--- src/sv/psda_pkg.sv ---
`default_nettype none

package psda_pkg;

   // Fixed point format of one coordinate (signed Q12.12 at the default).
   localparam int COORD_BITS = 24;

   // Default width of the running path length.
   localparam int TOTAL_BITS_DEF = 40;

   // Width of the distance field on the result channel (unsigned Q28.12).
   localparam int DIST_BITS = 40;

   // A coordinate difference has a magnitude below 2^COORD_BITS, so the sum of
   // three squares fits in 2*COORD_BITS+2 bits and its root in half of that.
   localparam int RAD_BITS  = 2 * COORD_BITS + 2;
   localparam int ROOT_BITS = RAD_BITS / 2;

   // Configuration register indexes.
   localparam int CSR_INDEX_BITS = 4;
   localparam logic [CSR_INDEX_BITS-1:0] CSR_ACCUMULATE_MODE   = CSR_INDEX_BITS'(0);
   localparam logic [CSR_INDEX_BITS-1:0] CSR_THREE_DIMENSIONAL = CSR_INDEX_BITS'(1);

   typedef struct packed {
      logic signed [COORD_BITS-1:0] x_coord;
      logic signed [COORD_BITS-1:0] y_coord;
      logic signed [COORD_BITS-1:0] z_coord;
      logic                         first_point;
   } req_type;

   typedef struct packed {
      logic [DIST_BITS-1:0] distance_out;
      logic                 total_saturated;
   } rsp_type;

   // Status of the square root unit toward its controller.
   typedef struct packed {
      logic busy;
      logic done;
   } sqrt_status_type;

endpackage

`default_nettype wire

--- src/sv/psda_sqrt.sv ---
`default_nettype none

module psda_sqrt
   import psda_pkg::*;
#(
   parameter int RAD_W = psda_pkg::RAD_BITS
) (
   input  wire logic                  clock,
   input  wire logic                  reset,
   input  wire logic                  start,
   input  wire logic [RAD_W-1:0]      radicand,
   output sqrt_status_type            status,
   output logic      [RAD_W/2-1:0]    root
);

   localparam int ROOT_W = RAD_W / 2;
   localparam int REM_W  = ROOT_W + 2;
   localparam int CNT_W  = $clog2(ROOT_W + 1);

   logic [RAD_W-1:0]  rad_ff,  rad_in;
   logic [REM_W-1:0]  rem_ff,  rem_in;
   logic [ROOT_W-1:0] root_ff, root_in;
   logic [CNT_W-1:0]  cnt_ff,  cnt_in;
   logic              busy_ff, busy_in;
   logic              done_ff, done_in;

   logic [REM_W-1:0]  rem_shift;
   logic [REM_W-1:0]  trial;
   logic              fits;

   // One root bit per cycle: bring down the next two radicand bits, try the
   // root with a one appended, keep the bit if the trial fits.
   assign rem_shift = {rem_ff[REM_W-3:0], rad_ff[RAD_W-1 -: 2]};
   assign trial     = {root_ff, 2'b01};
   assign fits      = (rem_shift >= trial);

   always_comb begin
      rad_in  = rad_ff;
      rem_in  = rem_ff;
      root_in = root_ff;
      cnt_in  = cnt_ff;
      busy_in = busy_ff;
      done_in = 1'b0;
      if (start) begin
         rad_in  = radicand;
         rem_in  = '0;
         root_in = '0;
         cnt_in  = CNT_W'(ROOT_W);
         busy_in = 1'b1;
      end else if (busy_ff) begin
         rad_in  = rad_ff << 2;
         rem_in  = fits ? (rem_shift - trial) : rem_shift;
         root_in = {root_ff[ROOT_W-2:0], fits};
         cnt_in  = cnt_ff - CNT_W'(1);
         if (cnt_ff == CNT_W'(1)) begin
            busy_in = 1'b0;
            done_in = 1'b1;
         end
      end
   end

   always_ff @(posedge clock) begin
      rad_ff  <= rad_in;
      rem_ff  <= rem_in;
      root_ff <= root_in;
      cnt_ff  <= cnt_in;
      if (reset) begin
         busy_ff <= 1'b0;
         done_ff <= 1'b0;
      end else begin
         busy_ff <= busy_in;
         done_ff <= done_in;
      end
   end

   assign status.busy = busy_ff;
   assign status.done = done_ff;
   assign root        = root_ff;

   a_no_start_busy: assert property (@(posedge clock) disable iff (reset)
      start |-> !busy_ff)
      else $error("square root restarted while busy");

   a_done_after_last: assert property (@(posedge clock) disable iff (reset)
      busy_ff && (cnt_ff == CNT_W'(1)) && !start |=> done_ff && !busy_ff)
      else $error("square root did not finish after its last step");

   a_busy_count: assert property (@(posedge clock) disable iff (reset)
      busy_ff |-> (cnt_ff != '0))
      else $error("square root busy with an exhausted step count");

endmodule

`default_nettype wire

--- src/sv/path_step_distance_accumulator.sv ---
// Path step distance accumulator. Each request carries one point (signed
// fixed point x, y, z) and a first_point flag; each request yields exactly one
// response with the Euclidean distance to the previous point, floor of the
// square root of dx^2+dy^2+dz^2, in unsigned fixed point with the same number
// of fraction bits, or in accumulate mode the running path length, which
// saturates at all ones until the next first point. A first point returns 0
// and restarts the total; before any first point the previous point is the
// origin. Register 0 (accumulate_mode, reset 0) selects the running length,
// register 1 (three_dimensional, reset 1) includes z. Write registers only
// while no request is in flight. One request is processed at a time: the
// next request is taken only after the response of the last one has gone
// into the output register. A step is dominated by the digit-serial square
// root that yields one root bit per cycle; the three squares share one
// multiplier. A first point skips the square and root phases and goes
// straight to the finish state. The response sits in an output register,
// so the next request is accepted while a response is stalled.
`default_nettype none

module path_step_distance_accumulator
   import psda_pkg::*;
#(
   parameter int TOTAL_BITS = psda_pkg::TOTAL_BITS_DEF
) (
   input  wire logic                      clock,
   input  wire logic                      reset,

   input  wire logic                      req_valid,
   output logic                           req_stall,
   input  wire req_type                   req_payload,

   output logic                           rsp_valid,
   input  wire logic                      rsp_stall,
   output rsp_type                        rsp_payload,

   input  wire logic                      csr_valid,
   output logic                           csr_ready,
   input  wire logic [CSR_INDEX_BITS-1:0] csr_index,
   input  wire logic                      csr_wdata
);

   // Controller states.
   localparam logic [1:0] ST_IDLE   = 2'd0;
   localparam logic [1:0] ST_SQUARE = 2'd1;
   localparam logic [1:0] ST_ROOT   = 2'd2;
   localparam logic [1:0] ST_FINISH = 2'd3;

   // Square phase steps: difference for x, y, z in steps 0..2, square one
   // step later, add one step after that; the last step starts the root.
   localparam int         STEP_BITS = 3;
   localparam logic [STEP_BITS-1:0] STEP_X    = STEP_BITS'(0);
   localparam logic [STEP_BITS-1:0] STEP_Y    = STEP_BITS'(1);
   localparam logic [STEP_BITS-1:0] STEP_Z    = STEP_BITS'(2);
   localparam logic [STEP_BITS-1:0] STEP_SQZ  = STEP_BITS'(3);
   localparam logic [STEP_BITS-1:0] STEP_LAST = STEP_BITS'(4);

   localparam int PROD_BITS = 2 * COORD_BITS;

   // Control and configuration.
   logic [1:0]              state_ff,  state_in;
   logic [STEP_BITS-1:0]    step_ff,   step_in;
   logic                    accumulate_mode_ff;
   logic                    three_dimensional_ff;

   // Point store and datapath.
   req_type                 cur_ff,    cur_in;
   logic [COORD_BITS-1:0]   prev_x_ff, prev_x_in;
   logic [COORD_BITS-1:0]   prev_y_ff, prev_y_in;
   logic [COORD_BITS-1:0]   prev_z_ff, prev_z_in;
   logic [COORD_BITS-1:0]   mag_ff,    mag_in;
   logic [PROD_BITS-1:0]    prod_ff,   prod_in;
   logic [RAD_BITS-1:0]     rad_ff,    rad_in;
   logic [ROOT_BITS-1:0]    dist_ff,   dist_in;
   logic [TOTAL_BITS-1:0]   total_ff,  total_in;

   // Output register.
   logic                    rsp_valid_ff, rsp_valid_in;
   rsp_type                 rsp_ff,       rsp_in;

   logic                    req_accept;
   logic                    rsp_free;
   logic                    sqrt_start;
   logic [RAD_BITS-1:0]     rad_sum;
   sqrt_status_type         sqrt_status;
   logic [ROOT_BITS-1:0]    sqrt_root;

   logic [COORD_BITS-1:0]   cur_sel;
   logic [COORD_BITS-1:0]   prev_sel;
   logic [COORD_BITS:0]     diff;
   logic [COORD_BITS:0]     diff_neg;
   logic [TOTAL_BITS:0]     total_sum;
   logic [TOTAL_BITS-1:0]   total_next;

   assign req_stall  = (state_ff != ST_IDLE);
   assign req_accept = req_valid && !req_stall;
   assign rsp_free   = !rsp_valid_ff || !rsp_stall;
   assign csr_ready  = 1'b1;

   // Configuration writes; drop unknown indexes.
   always_ff @(posedge clock) begin
      if (reset) begin
         accumulate_mode_ff   <= 1'b0;
         three_dimensional_ff <= 1'b1;
      end else if (csr_valid && csr_ready) begin
         case (csr_index)
            CSR_ACCUMULATE_MODE:   accumulate_mode_ff   <= csr_wdata;
            CSR_THREE_DIMENSIONAL: three_dimensional_ff <= csr_wdata;
            default: ;
         endcase
      end
   end

   // Pick the axis whose difference is formed in this step.
   always_comb begin
      case (step_ff)
         STEP_X: begin
            cur_sel  = cur_ff.x_coord;
            prev_sel = prev_x_ff;
         end
         STEP_Y: begin
            cur_sel  = cur_ff.y_coord;
            prev_sel = prev_y_ff;
         end
         default: begin
            cur_sel  = cur_ff.z_coord;
            prev_sel = prev_z_ff;
         end
      endcase
   end

   // Signed difference in one extra bit; its magnitude always fits the
   // coordinate width.
   assign diff     = {cur_sel[COORD_BITS-1], cur_sel} - {prev_sel[COORD_BITS-1], prev_sel};
   assign diff_neg = (COORD_BITS + 1)'(0) - diff;

   // Running sum plus the last square goes straight into the root unit.
   assign rad_sum    = rad_ff + RAD_BITS'(prod_ff);
   assign sqrt_start = (state_ff == ST_SQUARE) && (step_ff == STEP_LAST);

   // Saturating total: a carry out of the add means the sum passed all ones.
   assign total_sum = {1'b0, total_ff} + (TOTAL_BITS + 1)'(dist_ff);
   always_comb begin
      if (cur_ff.first_point) begin
         total_next = '0;
      end else if (total_sum[TOTAL_BITS]) begin
         total_next = '1;
      end else begin
         total_next = total_sum[TOTAL_BITS-1:0];
      end
   end

   always_comb begin
      state_in     = state_ff;
      step_in      = step_ff;
      cur_in       = cur_ff;
      prev_x_in    = prev_x_ff;
      prev_y_in    = prev_y_ff;
      prev_z_in    = prev_z_ff;
      mag_in       = diff[COORD_BITS] ? diff_neg[COORD_BITS-1:0] : diff[COORD_BITS-1:0];
      prod_in      = mag_ff * mag_ff;
      rad_in       = rad_ff;
      dist_in      = dist_ff;
      total_in     = total_ff;
      rsp_valid_in = rsp_valid_ff && rsp_stall;
      rsp_in       = rsp_ff;

      // Leave z out of the sum in 2D mode; it is still stored as the
      // previous point.
      if ((step_ff == STEP_SQZ) && !three_dimensional_ff) begin
         prod_in = '0;
      end

      case (state_ff)
         ST_IDLE: begin
            if (req_accept) begin
               cur_in  = req_payload;
               step_in = STEP_X;
               rad_in  = '0;
               if (req_payload.first_point) begin
                  dist_in  = '0;
                  state_in = ST_FINISH;
               end else begin
                  state_in = ST_SQUARE;
               end
            end
         end
         ST_SQUARE: begin
            if ((step_ff == STEP_Z) || (step_ff == STEP_SQZ)) begin
               rad_in = rad_sum;
            end
            if (step_ff == STEP_LAST) begin
               state_in = ST_ROOT;
            end else begin
               step_in = step_ff + STEP_BITS'(1);
            end
         end
         ST_ROOT: begin
            if (sqrt_status.done) begin
               dist_in  = sqrt_root;
               state_in = ST_FINISH;
            end
         end
         ST_FINISH: begin
            // Hold here until the output register can take the response.
            if (rsp_free) begin
               total_in     = total_next;
               prev_x_in    = cur_ff.x_coord;
               prev_y_in    = cur_ff.y_coord;
               prev_z_in    = cur_ff.z_coord;
               rsp_valid_in = 1'b1;
               rsp_in.distance_out    = accumulate_mode_ff ? DIST_BITS'(total_next)
                                                           : DIST_BITS'(dist_ff);
               rsp_in.total_saturated = (total_next == '1);
               state_in     = ST_IDLE;
            end
         end
         default: begin
            state_in = ST_IDLE;
         end
      endcase
   end

   always_ff @(posedge clock) begin
      cur_ff  <= cur_in;
      mag_ff  <= mag_in;
      prod_ff <= prod_in;
      rad_ff  <= rad_in;
      dist_ff <= dist_in;
      step_ff <= step_in;
      rsp_ff  <= rsp_in;
      if (reset) begin
         state_ff     <= ST_IDLE;
         prev_x_ff    <= '0;
         prev_y_ff    <= '0;
         prev_z_ff    <= '0;
         total_ff     <= '0;
         rsp_valid_ff <= 1'b0;
      end else begin
         state_ff     <= state_in;
         prev_x_ff    <= prev_x_in;
         prev_y_ff    <= prev_y_in;
         prev_z_ff    <= prev_z_in;
         total_ff     <= total_in;
         rsp_valid_ff <= rsp_valid_in;
      end
   end

   psda_sqrt #(
      .RAD_W (RAD_BITS)
   ) u_sqrt (
      .clock    (clock),
      .reset    (reset),
      .start    (sqrt_start),
      .radicand (rad_sum),
      .status   (sqrt_status),
      .root     (sqrt_root)
   );

   assign rsp_valid   = rsp_valid_ff;
   assign rsp_payload = rsp_ff;

   a_stall_when_busy: assert property (@(posedge clock) disable iff (reset)
      (state_ff != ST_IDLE) |-> req_stall)
      else $error("request taken while a point is in progress");

   a_root_in_root_state: assert property (@(posedge clock) disable iff (reset)
      sqrt_status.done |-> (state_ff == ST_ROOT))
      else $error("square root finished outside the root state");

   a_saturated_total: assert property (@(posedge clock) disable iff (reset)
      rsp_valid_ff && rsp_ff.total_saturated |-> (total_ff == '1))
      else $error("saturation flag without a saturated total");

   a_root_busy: assert property (@(posedge clock) disable iff (reset)
      (state_ff == ST_ROOT) && !sqrt_status.done |-> sqrt_status.busy)
      else $error("waiting on an idle square root unit");

endmodule

`default_nettype wire

--- config.mk ---
export PLATFORM = sky130hd
export DESIGN_NAME = path_step_distance_accumulator
export DESIGN_NICKNAME = d
export VERILOG_FILES = /design/src/sv/psda_pkg.sv /design/src/sv/psda_sqrt.sv /design/src/sv/path_step_distance_accumulator.sv
export SDC_FILE = /design/constraint.sdc
export NUM_CORES = 2
export LEC_CHECK = 0
export ABC_AREA = 1
export CELL_PAD_IN_SITES_DETAIL_PLACEMENT = 1
export CELL_PAD_IN_SITES_GLOBAL_PLACEMENT = 1
export CORE_MARGIN = 8
export CORE_UTILIZATION = 54
export CTS_CLUSTER_DIAMETER = 150
export CTS_CLUSTER_SIZE = 8
export DETAILED_ROUTE_END_ITERATION = 12
export DONT_BUFFER_PORTS = 1
export PLACE_DENSITY = 0.91
export REMOVE_ABC_BUFFERS = 1
export SYNTH_ARGS = -nofsm -noshare
export SYNTH_HDL_FRONTEND = slang
export SYNTH_SLANG_ARGS = --single-unit
--- constraint.sdc ---
create_clock -name clock -period 14.05 [get_ports clock]
set_input_delay 1.405 -clock clock [delete_from_list [all_inputs] [get_ports clock]]
set_output_delay 1.405 -clock clock [all_outputs]
set_load 0.1 [all_outputs]
### After elaboration in Yosys (flattened, before gate mapping)

Cells that the tools add are included.

* bits of input ports: 83
* output and inout bits: 44
* register bits: 488
* word-level logic and storage cells: 110

* mux-type cells: 31
* order comparisons: 1
* multiply operators: 1
* $add $sub $neg: 7
* equality and inequality tests: 17
* reduce and logical (&&, ||, !) cells: 26
* bitwise operators: 1

Operators by type and width (number)
* $mux W50: 4
* $mux W25: 5
* $pmux W50 S2: 1
* $pmux W24 S2: 2
* $mux W40: 2
* $add A50 B48 Y50: 1
* $pmux W25 S2: 1
* $mul A24 B24 Y48: 1
* $add A40 B25 Y41: 1
* $eq A40 B40 Y1 const B: 1
* $ge A27 B27 Y1: 1
* $sub A24 B24 Y25: 1
* $sub A25 B25 Y25: 1
* $mux W24: 1
* $sub A1 B24 Y24 const A: 1
* $mux W2: 5
* $ne A2 B2 Y1 const B: 4
* $pmux W2 S4: 1
* $reduce_and A2 Y1: 4
* $reduce_and A4 Y1: 2
* $reduce_bool A2 Y1: 4
* $eq A3 B2 Y1 const B: 2
* $mux W1: 6
* $mux W3: 2
* 19 further kinds: 30

### Longest topological paths before layout

* word-level depth: 5
* gate-level depth with buffers: 30
* mapped depth without buffers: 29

### Cells and area by module

From an unflattened synthesis, not the netlist that was laid out.

* cells, all modules: 5741
* area, all modules: 44263.7 µm²

By module, submodules not included
* path_step_distance_accumulator: area each 38040.2 µm², times used 1, seq. area each 9529.1 µm², cells each 4861
* psda_sqrt: area each 6223.5 µm², times used 1, seq. area each 2642.5 µm², cells each 880

### Worst setup path before layout

OpenSTA, ideal clock, no wires.

* path kind: register to register
* from: register mag_ff[6]
* to: register prod_ff[39]
* arrival time: 6201 ps
* cell stages (with the launch flop): 29
* period minus slack after synthesis: 6271 ps
* path buffers: 1
* setup slack: 7779 ps
* setup time: 70 ps
* path through: dfxtp_1 > clkbuf_1 > nand2_1 > fa_1 > inv_1 > fa_1 > inv_1 > fa_1 > inv_1 > fa_1 > inv_1 > fa_1 > inv_1 > fa_1 > inv_1 > fa_1 > inv_1 > ha_1 > nand2_1 > nor2_1 > inv_1 > nor2_1 > nand3_1 > nand3_1 > nand2_1 > nand2_1 > a31oi_1 > or2_2 > a21oi_1

* cells in the longest elaborated chain, start to end: 1

RTL lines
* start, declared: line path_step_distance_accumulator.sv:69 `logic [COORD_BITS-1:0] mag_ff, mag_in;`
* start signal, assigned: line path_step_distance_accumulator.sv:224 `mag_ff <= mag_in;`
* $mul A24 B24 Y48: line path_step_distance_accumulator.sv:159 `prod_in = mag_ff * mag_ff;`
* end signal, assigned: line path_step_distance_accumulator.sv:225 `prod_ff <= prod_in;`
* end, declared: line path_step_distance_accumulator.sv:70 `logic [PROD_BITS-1:0] prod_ff, prod_in;`

No other way between the ends.
A chain may end at the register's enable or synchronous reset.

### Final worst setup path

* from: register mag_ff[5]
* to: register prod_ff[41]

The elaborated chain is that of the path after synthesis.

==> flow_summary.html <==
<table>
<tr><th>Metric</th><th>Value</th></tr>
<tr><th colspan="2">Logic synthesis</th></tr>
<tr><td>Post-synth cell types</td><td>56</td></tr>
<tr><td>Synthesized-area fraction occupied by ao, oa, aoi and oai cells</td><td>a little over a tenth</td></tr>
<tr><td>Adder and majority cell fraction of the synthesized area</td><td>28.66%</td></tr>
<tr><td>Number of flops mapped to enable cells by yosys</td><td>about 240</td></tr>
<tr><td>Async S/R FF share, synth</td><td>0%</td></tr>
<tr><td>Synthesis Warnings</td><td>0</td></tr>
<tr><td>Synthesized area per cell</td><td>roughly 8 um^2</td></tr>
<tr><td>Mux cell area share after synthesis</td><td>0%</td></tr>
<tr><td>Gate Count Post-Synth</td><td>approximately 5,500</td></tr>
<tr><td>Synthesized cell area</td><td>~0.044 mm^2</td></tr>
<tr><td>Largest family of logic cells by synthesized area</td><td>adder cells</td></tr>
<tr><td>Post-synthesis register bit count</td><td>487</td></tr>
<tr><td>Portion of the post-synthesis area used by sequential elements</td><td>between 20 and 30%</td></tr>
<tr><td>Simple-Gate Fraction of Synth Area</td><td>approximately 19%</td></tr>
<tr><td>Synth Area in XOR/XNOR</td><td>between 2 and 2.5%</td></tr>
<tr><td>Flip-flop cell with the highest count after synthesis</td><td>sky130_fd_sc_hd__dfxtp_1</td></tr>
<tr><th colspan="2">Flow run</th></tr>
<tr><td># Max-Cap Violations</td><td>0</td></tr>
<tr><th colspan="2">Timing</th></tr>
<tr><td>Final total negative setup slack</td><td>0 ns</td></tr>
<tr><td>Final Hold Fails</td><td>0</td></tr>
<tr><td>Number of pins with negative max-slew slack in the final report</td><td>0</td></tr>
<tr><td>Top achievable clock speed</td><td>about 0.13 GHz</td></tr>
<tr><td>Final setup violation count</td><td>0</td></tr>
<tr><td>Headroom to the max-slew limit</td><td>14.61%</td></tr>
<tr><td>Setup repair after global routing missed its margin</td><td>no</td></tr>
<tr><td>Clock Skews</td><td>between 0.04 and 0.05 ns</td></tr>
<tr><td>Tightest Pin Transition</td><td>approximately 1.3 ns</td></tr>
<tr><td>Final Critical Period</td><td>about 7.9 ns</td></tr>
<tr><td>Tcrit/Tclk final</td><td>roughly 56%</td></tr>
<tr><th colspan="2">Critical path</th></tr>
<tr><td>Slowest cell on the critical path</td><td>sky130_fd_sc_hd__dfxtp_1</td></tr>
<tr><td>Launch point of the worst reg-to-reg path</td><td>mag_ff[5]$_DFF_P_</td></tr>
<tr><td>Max stage delay on crit path</td><td>between 1 and 1.5 ns</td></tr>
<tr><td>Worst setup path class</td><td>register to register</td></tr>
<tr><td>CP Data Arrival Time</td><td>~8.4 ns</td></tr>
<tr><td>Reg2reg path depth</td><td>26</td></tr>
<tr><td>Cell class contributing the biggest share of worst-path delay</td><td>adder cells</td></tr>
<tr><td>Reg-to-Reg End</td><td>prod_ff[41]$_SDFF_PP0_</td></tr>
<tr><td>Setup slack of the most critical reg-to-reg path</td><td>around 6 ns</td></tr>
<tr><td>Data required time at the worst endpoint</td><td>approximately 15 ns</td></tr>
<tr><td>Buffers &amp; Inverters on Critical Path</td><td>5</td></tr>
<tr><td>Worst-path fanout max</td><td>24</td></tr>
<tr><td>Startpoint class of the critical path</td><td>register</td></tr>
<tr><td>Endpoint class of the critical path</td><td>register</td></tr>
<tr><th colspan="2">Cells and area</th></tr>
<tr><td>Proportion of layout cells with a drive suffix above 1</td><td>under 10%</td></tr>
<tr><td>P&amp;R area growth vs syn</td><td>7.054%</td></tr>
<tr><td>Net count of the finished layout</td><td>~6,300</td></tr>
<tr><th colspan="2">Detailed routing</th></tr>
<tr><td>Routed metal-1 wirelength</td><td>around 56 mm</td></tr>
<tr><td>Number of vias after detailed routing</td><td>~38,000</td></tr>
<tr><td>WL/cell</td><td>roughly 23 um</td></tr>
<tr><td>Initial DRC Count</td><td>around 2,800</td></tr>
<tr><td>Number of iterations in the first detailed-routing pass</td><td>6</td></tr>
<tr><td>Length of routed met2 wiring</td><td>around 74 mm</td></tr>
<tr><td>Final routed DRC violation total</td><td>0</td></tr>
<tr><td>Highest metal layer with signal wires</td><td>met5</td></tr>
<tr><td>Met3 routed WL</td><td>just under 10 mm</td></tr>
<tr><td>Total wire length</td><td>149.0 mm</td></tr>
<tr><td>Count of nets left with antenna violations after detail routing</td><td>0</td></tr>
<tr><td>Vias per cell</td><td>~5.8</td></tr>
<tr><th colspan="2">CTS</th></tr>
<tr><td>CTS root buf</td><td>sky130_fd_sc_hd__clkbuf_16</td></tr>
<tr><td>Total of cells resized after clock tree synthesis</td><td>0</td></tr>
<tr><td>Post-cts hold buffer count</td><td>0</td></tr>
<tr><td>Clock-pin slew reported for the worst setup and hold paths after clock tree synthesis</td><td>about 0.06 ns</td></tr>
<tr><td>Total number of clock tree sinks</td><td>487</td></tr>
<tr><td>Clock tree from TritonCTS</td><td>yes</td></tr>
<tr><td>Number of clock buffers inserted by TritonCTS</td><td>70</td></tr>
<tr><td>Post CTS Setup Buffer Count</td><td>0</td></tr>
<tr><td>Insertion delay of the later-clocked pin in the worst-skew pair</td><td>~0.64 ns</td></tr>
<tr><td>Count of H-tree levels built during CTS</td><td>3</td></tr>
<tr><td>Buffer depth of the longest clock path</td><td>3</td></tr>
<tr><th colspan="2">Placement</th></tr>
<tr><td>Post-DP HPWL</td><td>~110 mm</td></tr>
<tr><td>Port Buffer Count</td><td>0</td></tr>
<tr><td>Placer's final routability congestion estimate</td><td>approximately 0.95</td></tr>
<tr><th colspan="2">Min path</th></tr>
<tr><td>WHS Endpoint</td><td>u_sqrt.rem_ff[9]$_SDFFE_PP0P_</td></tr>
<tr><td>Min-delay src</td><td>u_sqrt.rem_ff[9]$_SDFFE_PP0P_</td></tr>
<tr><td>Worst hold path stage count</td><td>2</td></tr>
<tr><td>Type of the worst min-delay path</td><td>register to register</td></tr>
<tr><th colspan="2">Die</th></tr>
<tr><td>Initial Util</td><td>54.33%</td></tr>
<tr><td>Area of the core region</td><td>around 0.080 mm^2</td></tr>
<tr><td>Die outline area</td><td>0.08998 mm^2</td></tr>
<tr><td>Chip height</td><td>300.0 um</td></tr>
<tr><td>Die W</td><td>~300 um</td></tr>
<tr><td>Std-Cell Rows</td><td>104</td></tr>
<tr><td>Number of top-level pins</td><td>approximately 130</td></tr>
<tr><th colspan="2">Global routing</th></tr>
<tr><td>Pin count of the biggest net entering global routing</td><td>between 100 and 150</td></tr>
<tr><td>Initial antenna violation count</td><td>8</td></tr>
<tr><td>First-pass GRT wire length</td><td>approximately 240 mm</td></tr>
<tr><td>Leftover overflow at the end of global routing</td><td>0</td></tr>
<tr><td>Via count of the first global-routing pass</td><td>between 40,000 and 50,000</td></tr>
<tr><td>Overall global routing resource usage</td><td>between 30% and 40%</td></tr>
<tr><th colspan="2">Run status</th></tr>
<tr><td>Run status</td><td>finished clean</td></tr>
</table>
==> worst register-to-register path: stages, from the launching register on <==
cell and delay, ns:
sky130_fd_sc_hd__dfxtp_1 1.14, sky130_fd_sc_hd__nand2_1 0.35, sky130_fd_sc_hd__inv_1 0.17, sky130_fd_sc_hd__fa_1 0.44
sky130_fd_sc_hd__fa_1 0.51, sky130_fd_sc_hd__inv_1 0.13, sky130_fd_sc_hd__fa_1 0.61, sky130_fd_sc_hd__inv_1 0.07
sky130_fd_sc_hd__fa_1 0.48, sky130_fd_sc_hd__fa_1 0.50, sky130_fd_sc_hd__fa_1 0.56, sky130_fd_sc_hd__inv_1 0.06
sky130_fd_sc_hd__fa_1 0.48, sky130_fd_sc_hd__inv_1 0.04, sky130_fd_sc_hd__ha_1 0.36, sky130_fd_sc_hd__nand2_1 0.10
sky130_fd_sc_hd__nand2_1 0.10, sky130_fd_sc_hd__a31oi_1 0.31, sky130_fd_sc_hd__o21ai_0 0.13, sky130_fd_sc_hd__o21bai_1 0.19
sky130_fd_sc_hd__a21oi_1 0.44, sky130_fd_sc_hd__o21bai_1 0.22, sky130_fd_sc_hd__nand2_1 0.10, sky130_fd_sc_hd__nand2_1 0.08
sky130_fd_sc_hd__nand2_1 0.08, sky130_fd_sc_hd__nand2_1 0.05, sky130_fd_sc_hd__nor2_1 0.12
==> layer usage <==
layer	GRT usage, %	vias up
li1	-	17200
met1	37.54	18960
met2	56.98	1593
met3	6.443	638
met4	18.40	8
met5	0	-
==> cell usage after synthesis, types with 53 or more instances <==
library cell               instances  area share (%)
sky130_fd_sc_hd__a21oi_1         321             3.7
sky130_fd_sc_hd__clkbuf_1        135             1.2
sky130_fd_sc_hd__dfxtp_1         245              11
sky130_fd_sc_hd__edfxtp_1        242              17
sky130_fd_sc_hd__fa_1            429              20
sky130_fd_sc_hd__ha_1            311             8.9
sky130_fd_sc_hd__inv_1          1158              10
sky130_fd_sc_hd__nand2_1        1169              10
sky130_fd_sc_hd__nand3_1         178             2.0
sky130_fd_sc_hd__nor2_1          530             4.6
sky130_fd_sc_hd__o21ai_0         366             4.2
sky130_fd_sc_hd__xnor2_1          53             1.1
==> worst max path at each step <==
| stage | slack [ns] | endpoint | cells past startpoint | start |
|---|---|---|---|---|
| floorplan | 4.21 | prev_x_ff[0]$_SDFFE_PP0P_ | 6 | rsp_stall |
| global placement | 6.67 | prod_ff[40]$_SDFF_PP0_ | 26 | mag_ff[5]$_DFF_P_ |
| detailed placement | 6.39 | prod_ff[40]$_SDFF_PP0_ | 26 | mag_ff[5]$_DFF_P_ |
| CTS | 6.36 | prod_ff[44]$_SDFF_PP0_ | 26 | mag_ff[5]$_DFF_P_ |
| global route | 5.84 | prod_ff[40]$_SDFF_PP0_ | 26 | mag_ff[5]$_DFF_P_ |
| finish | 6.18 | prod_ff[41]$_SDFF_PP0_ | 26 | mag_ff[5]$_DFF_P_ |
==> sequential cells by signal, summed over array words and instances, names as in the netlist <==
signal                cells
cur_ff                   73
rad_ff                   50
u_sqrt.rad_ff            50
prod_ff                  47
rsp_payload              41
total_ff                 40
dist_ff                  25
u_sqrt.rem_ff            25
u_sqrt.root              25
mag_ff                   24
prev_x_ff                24
prev_y_ff                24
prev_z_ff                24
u_sqrt.cnt_ff             5
step_ff                   3
state_ff                  2
accumulate_mode_ff        1
rsp_valid                 1
three_dimensional_ff      1
u_sqrt.busy_ff            1
u_sqrt.done_ff            1
==> through the flow <==
step	utilization [%]	area [um^2]	worst slack, ns	std cells	hold WS [ns]
after floorplan	-	42900	4.206	5376	0.4211
after global placement	55.57	44550	6.667	6475	0.4307
final	58.16	46620	6.183	6603	0.4720
after global routing	58.15	46610	5.837	6600	0.4856
after CTS	58.15	46610	6.361	6599	0.4752
after detailed placement	55.57	44550	6.390	6475	0.4525
==> cell type report <==
type                    instances  area (um^2)
diodes                          4        10.01
clock inverters                 7        133.9
inverters                    1164         4369
flip-flops and latches        487        12170
clock buffers                 117         1928
repair buffers                 39        292.8
fillers                      9906        33540
well taps                    1060         1326
multi-input cells            3725        26390
==> kinds of logic after synthesis <==
logic type      Yosys count
simple gates           2009
buf+inv                1321
flops                   487
compound gates          865
other cells               1
xor+xnor                110
fa+ha+maj               740
==> layout by cell type (no fill, tap or decap), drive strengths merged, types with 3 or more instances in the layout <==
cell type  instances
o21bai            26
nor3              34
clkbuf           117
o2111ai            3
nand2           1183
nand3b            11
o211ai            23
buf               39
fa               429
o21ai            374
or2               13
a21o              11
a22o              24
nor2             539
o21a              16
nand4             30
clkinv             5
edfxtp           242
a21oi            323
xor2              53
xnor2             57
nor4              10
and2               5
inv             1166
a211oi             3
a31oi             19
diode              4
a21boi             9
nand3            181
dfxtp            245
a22oi             24
ha               311
Power is left out: the tool's default activity adds up to more than one toggle a clock period on the data nets, which glitch-free logic cannot reach.
